$ cat src/hdl/mbik_pkg.sv
// ----------------------------------------------------------------------------
// mbik_pkg: shared constants for the mobile base inverse kinematics block
// Register map, base type codes, CORDIC tables and fixed wheel angles.
// ----------------------------------------------------------------------------
package mbik_pkg;

   // Configuration port: byte address width and register indexes
   localparam int CSR_AW = 5;
   localparam logic [2:0] REG_BASE_TYPE   = 3'd0;
   localparam logic [2:0] REG_CIRC_RECIP  = 3'd1;
   localparam logic [2:0] REG_BODY_CIRC   = 3'd2;
   localparam logic [2:0] REG_SPEED_LIMIT = 3'd3;
   localparam logic [2:0] REG_BODY_RADIUS = 3'd4;

   // Base type codes
   localparam logic [2:0] BASE_DIFF    = 3'd0;
   localparam logic [2:0] BASE_SKID    = 3'd1;
   localparam logic [2:0] BASE_MECANUM = 3'd2;
   localparam logic [2:0] BASE_OMNI4   = 3'd3;
   localparam logic [2:0] BASE_OMNI3   = 3'd4;

   // Register reset values
   localparam logic [2:0]  RST_BASE_TYPE   = BASE_MECANUM;
   localparam logic [15:0] RST_CIRC_RECIP  = 16'd3259;
   localparam logic [15:0] RST_BODY_CIRC   = 16'd3860;
   localparam logic [14:0] RST_SPEED_LIMIT = 15'd10240;
   localparam logic [15:0] RST_BODY_RADIUS = 16'd614;

   // CORDIC: iteration count, start gain (Q30), arctangents (2^32 per turn)
   localparam int CORDIC_ITERS = 16;
   localparam int CORDIC_W     = 34;
   localparam logic signed [CORDIC_W-1:0] CORDIC_GAIN = 34'sd652032874;
   localparam logic [31:0] ATAN_TAB [CORDIC_ITERS] = '{
      32'd536870912, 32'd316933406, 32'd167458907, 32'd85004756,
      32'd42667331,  32'd21354465,  32'd10679838,  32'd5340245,
      32'd2670163,   32'd1335087,   32'd667544,    32'd333772,
      32'd166886,    32'd83443,     32'd41722,     32'd20861
   };

   // Four-wheel omni wheel angles: 45, 135, 225, 315 degrees
   localparam logic [15:0] OMNI4_OFFS [4] = '{16'd8192, 16'd24576, 16'd40960, 16'd57344};

   // Three-wheel omni: sine and cosine at 30, 150, 270 degrees (Q15)
   localparam logic signed [17:0] OMNI3_SIN [4] = '{18'sd16384, 18'sd16384, -18'sd32768, 18'sd0};
   localparam logic signed [17:0] OMNI3_COS [4] = '{18'sd28378, -18'sd28378, 18'sd0, 18'sd0};

endpackage

$ cat src/hdl/mbik_cordic.sv
// ----------------------------------------------------------------------------
// mbik_cordic: pipelined sine/cosine of a 16-bit binary angle
// Folds the angle into -90..90 degrees, runs 16 rotation stages, rounds to Q15.
// Seventeen register stages, all advanced by one enable.
// ----------------------------------------------------------------------------
module mbik_cordic (
   input  logic               clock,
   input  logic               en,
   input  logic [15:0]        angle,
   output logic signed [17:0] sin_out,
   output logic signed [17:0] cos_out
);
   import mbik_pkg::*;

   localparam int N = CORDIC_ITERS;

   logic signed [CORDIC_W-1:0] x_ff [N];
   logic signed [CORDIC_W-1:0] y_ff [N];
   logic signed [CORDIC_W-1:0] z_ff [N];
   logic                       flip_ff [N];
   logic signed [CORDIC_W-1:0] x_src [N];
   logic signed [CORDIC_W-1:0] y_src [N];
   logic signed [CORDIC_W-1:0] z_src [N];
   logic                       flip_src [N];
   logic signed [17:0]         sin_ff, cos_ff, sin_in, cos_in;
   logic [15:0]                fold_ang;
   logic                       fold_flip;

   // Fold the second and third quadrants by half a turn
   always_comb begin
      fold_flip = (angle[15:14] == 2'd1) || (angle[15:14] == 2'd2);
      fold_ang  = fold_flip ? (angle + 16'h8000) : angle;
   end

   assign x_src[0]    = CORDIC_GAIN;
   assign y_src[0]    = '0;
   assign z_src[0]    = {{(CORDIC_W-32){fold_ang[15]}}, fold_ang, 16'h0000};
   assign flip_src[0] = fold_flip;

   genvar i;
   generate
      for (i = 1; i < N; i++) begin : g_src
         assign x_src[i]    = x_ff[i-1];
         assign y_src[i]    = y_ff[i-1];
         assign z_src[i]    = z_ff[i-1];
         assign flip_src[i] = flip_ff[i-1];
      end

      // One rotation per stage
      for (i = 0; i < N; i++) begin : g_rot
         always_ff @(posedge clock) begin
            if (en) begin
               if (!z_src[i][CORDIC_W-1]) begin
                  x_ff[i] <= x_src[i] - (y_src[i] >>> i);
                  y_ff[i] <= y_src[i] + (x_src[i] >>> i);
                  z_ff[i] <= z_src[i] - CORDIC_W'(ATAN_TAB[i]);
               end else begin
                  x_ff[i] <= x_src[i] + (y_src[i] >>> i);
                  y_ff[i] <= y_src[i] - (x_src[i] >>> i);
                  z_ff[i] <= z_src[i] + CORDIC_W'(ATAN_TAB[i]);
               end
               flip_ff[i] <= flip_src[i];
            end
         end
      end
   endgenerate

   // Round to Q15 and undo the fold
   always_comb begin
      cos_in = 18'((x_ff[N-1] + CORDIC_W'(16384)) >>> 15);
      sin_in = 18'((y_ff[N-1] + CORDIC_W'(16384)) >>> 15);
      if (flip_ff[N-1]) begin
         cos_in = -cos_in;
         sin_in = -sin_in;
      end
   end

   always_ff @(posedge clock) begin
      if (en) begin
         sin_ff <= sin_in;
         cos_ff <= cos_in;
      end
   end

   assign sin_out = sin_ff;
   assign cos_out = cos_ff;

endmodule

$ cat config.mk
export PLATFORM = sky130hd
export DESIGN_NAME = mbik_cordic
export DESIGN_NICKNAME = d
export VERILOG_FILES = /design/src/hdl/mbik_pkg.sv /design/src/hdl/mbik_cordic.sv
export SDC_FILE = /design/constraint.sdc
export NUM_CORES = 2
export LEC_CHECK = 0
export BUFFER_PORTS_ARGS = -buffer_cell sky130_fd_sc_hd__buf_2
export CORE_ASPECT_RATIO = 1.4
export CORE_MARGIN = 2
export CORE_UTILIZATION = 45
export DETAILED_ROUTE_END_ITERATION = 6
export GPL_TIMING_DRIVEN = 0
export PLACE_DENSITY = 0.64
export SLEW_MARGIN = 40
export SYNTH_ARGS = -nofsm -noshare
export SYNTH_HDL_FRONTEND = slang
export SYNTH_SLANG_ARGS = --single-unit
$ cat constraint.sdc
create_clock -name clock -period 7.3 [get_ports clock]
set_input_delay 0.73 -clock clock [delete_from_list [all_inputs] [get_ports clock]]
set_output_delay 0.73 -clock clock [all_outputs]
set_load 0.02 [all_outputs]
==> out/qor.yml <==
clock_path_buffers: 4
cp_max_fo: 29
layout_commonest_cell: "edfxtp_1"
first_pass_iters: 6
rr_startpoint: "z_ff[0][271]"
min_period_over_period_pct: 90.3
globalRouteOverflowTotal: 0
slew_headroom_pct: 41.8
synth_area_per_cell_um2: 9.69
hold_viol: 0
synth.top_cell.area_share_pct: 36.0
synth-edff-count: 1450
drive_gt1_share_pct: 4.20
drtIter0Drc: 4449
setup_ws_ns: 0.710
cap_violations: 0
tightest_slew_ns: 0.863
root_buffer: "clkbuf_16"
grt_pass1_wl_um: 503000
htree_levels: 4
yosysTopAreaCell: "edfxtp_1"
finalMaxSlewViolations: 0
r2r_end: "y_ff[1][32]"
drtAntennaViolNets: 0
place_congestion: 0.989
post-route-min-period_ns: 6.59
layout_common_cells: "edfxtp_1 (1450), ha_1 (1373), a21oi_1 (1214), xnor2_1 (1191), nor2_1 (981)"
routed_wl_um: 326000
synth_area_leaders: "edfxtp_1 (36%), ha_1 (14%), xnor2_1 (8.6%)"
n_fill_cell: 24809
numCtsBuffers: 168
fp.dieH_um: 617
setup_violations: 0
pre_cts_ws_ns: -0.908
drc: 0
synth_area_um2: 121000
port_buffers: 53
finClkSkew_ns: 0.0736
rows: 225
netlist-cell-type-count: 84
netlist_instances: 12474
grt_pass1_vias: 93662
cts_sinks: 1450
grt_max_degree: 47
grt_antenna_before_repair: 2
yosysSeqAreaShare_pct: 36.0
worst_hold_slack_ns: 0.0623
synthesis.nets: 13907
cts_setup_buffers: 0
die_w_um: 442
rsz0062_at_grt: "no"
wl_per_cell_um: 19.9
crit_start: "en"
rrSetupSlack_ns: 0.76
endpoint_kind: "register"
clock_latency_ns: 0.88
syn_to_final_growth_pct: 9.22
dp_hpwl_um: 268000
worstPathRequired_ns: 7.89
ys_ff_latch: 1450
core-area_um2: 268000
fmax_mhz: 152
viasPerCell: 5.74
hp-class: "input pin to register"
clkTransAtPathRegs_ns: 0.06
start_kind: "input pin"
yosysWarnings: 0
r2r_cells: 18
cts_tree: "done"
initial_core_util_pct: 45.2
dieArea_um2: 273000
ys.flop_type: "edfxtp_1"
pin_count: 54
critPathArrivalTime_ns: 7.18
nets: 14183
synthArstFlopShare_pct: 0
routed-via-count: 94053
worstSetupPathType: "input pin to register"
status: "finished, final reports clean"
grt_usage_pct: 23.3
crit_end: "y_ff[0][268]"
-- per-layer routing --
metal | share of wire (%) | vias to the layer above | wire length [um] | global-route usage [%]
li1 | - | 47024 | - | -
met1 | 32 | 43964 | 105000 | 19.5
met2 | 56 | 1932 | 181000 | 47.5
met3 | 2.9 | 1133 | 9300 | 2.59
met4 | 9.5 | 0 | 30900 | 19.4
met5 | 0 | - | 0 | 0
-- cells in the mapped netlist, types with 42 or more instances --
cell      count
a211o_1      43
a211oi_1    105
a21boi_0     48
a21o_1      595
a21oi_1    1214
a31oi_1     148
and2_1       69
and3_1      127
clkbuf_1    167
edfxtp_1   1450
fa_1         42
ha_1       1373
inv_1       464
mux2i_1      65
nand2_1     677
nand2b_1    209
nand3_1     214
nand4_1      97
nor2_1      981
nor2b_1     179
nor3_1      348
nor4_1       68
o211ai_1     65
o21a_1      218
o21ai_0     670
o21bai_1    126
o31ai_1     124
o41ai_1      60
or2_2        47
or3_1        88
xnor2_1    1192
xor2_1      672
-- area by class of cell --
| class | count | area, um2 | area share [%] |
|---|---|---|---|
| Sequential cell | 1450 | 43500 | 33.0 |
| Tap cell | 3518 | 4400 | 3.33 |
| Buffer | 189 | 828 | 0.627 |
| Antenna cell | 2 | 5.00 | 0.00379 |
| Multi-Input combinational cell | 10362 | 75000 | 56.8 |
| Timing Repair Buffer | 107 | 1300 | 0.983 |
| Clock inverter | 89 | 837 | 0.634 |
| Inverter | 472 | 1770 | 1.34 |
| Clock buffer | 195 | 4330 | 3.28 |
-- cell families (layout without fill, tap and decap cells) --
family	after synthesis	in the layout	share of synthesized area, %
AO/OA/AOI/OAI	3751	3751	19.7
AND/OR/NAND/NOR	3225	3225	12.9
XOR/XNOR	1864	1864	13.5
flip-flops	1450	1450	36.0
adder cells (fa/ha/maj)	1415	1415	14.9
buffers and inverters	662	1052	2.06
multiplexers	107	107	0.932
other	0	2	0
-- worst min-delay path by stage --
stage                             start  cells after the start  slack (ns)       endpoint
after global placement    flip_ff[1][4]                      0        0.40  flip_ff[1][5]
final                         angle[12]                      1        0.06    z_ff[0][28]
after CTS                     angle[12]                      1       0.009    z_ff[0][28]
after global routing          angle[12]                      1        0.02    z_ff[0][28]
after floorplan           flip_ff[0][0]                      0        0.40  flip_ff[0][1]
after detailed placement  flip_ff[0][4]                      0        0.40  flip_ff[0][5]
-- flip-flops by register name, summed over array words and instances, names as in the netlist --
register / flops
z_ff: 433
cos_out: 18
flip_ff: 16
sin_out: 18
x_ff: 469
y_ff: 496
-- per-stage QoR --
stage	TNS, ns	utilization, %	std cells	instance area (um2)
floorplan	0	-	12474	121000
global placement	-3170.19	46.9	16045	126000
detailed placement	-16.03	47.3	16087	127000
CTS	0	49.3	16383	132000
global route	0	49.3	16383	132000
finish	0	49.3	16384	132000
-- worst max-delay path, cell delays in order --
cell and delay, ns:
buf_6 0.29, clkbuf_2 0.36, nand2_1 0.40, inv_1 0.24, clkbuf_1 0.58, clkbuf_1 0.66
nor2_1 0.12, xnor2_1 0.39, ha_1 0.35, nor2b_1 0.15, o31a_1 0.29, o21a_1 0.24
o41a_1 0.48, a22oi_1 0.32, o21ai_0 0.25, a41oi_1 0.43, o21ai_0 0.27, a21o_1 0.24
a21oi_1 0.17, xnor2_1 0.11
-- timing repair --
action	CTS	global route
hold buffers	12	0
setup endpoints to repair	0	8
gates resized for setup	0	1
endpoints found under the hold margin	12	0
Power is not shown: default switching activity piles up to over one toggle a cycle in this logic, so the estimate is an artifact.
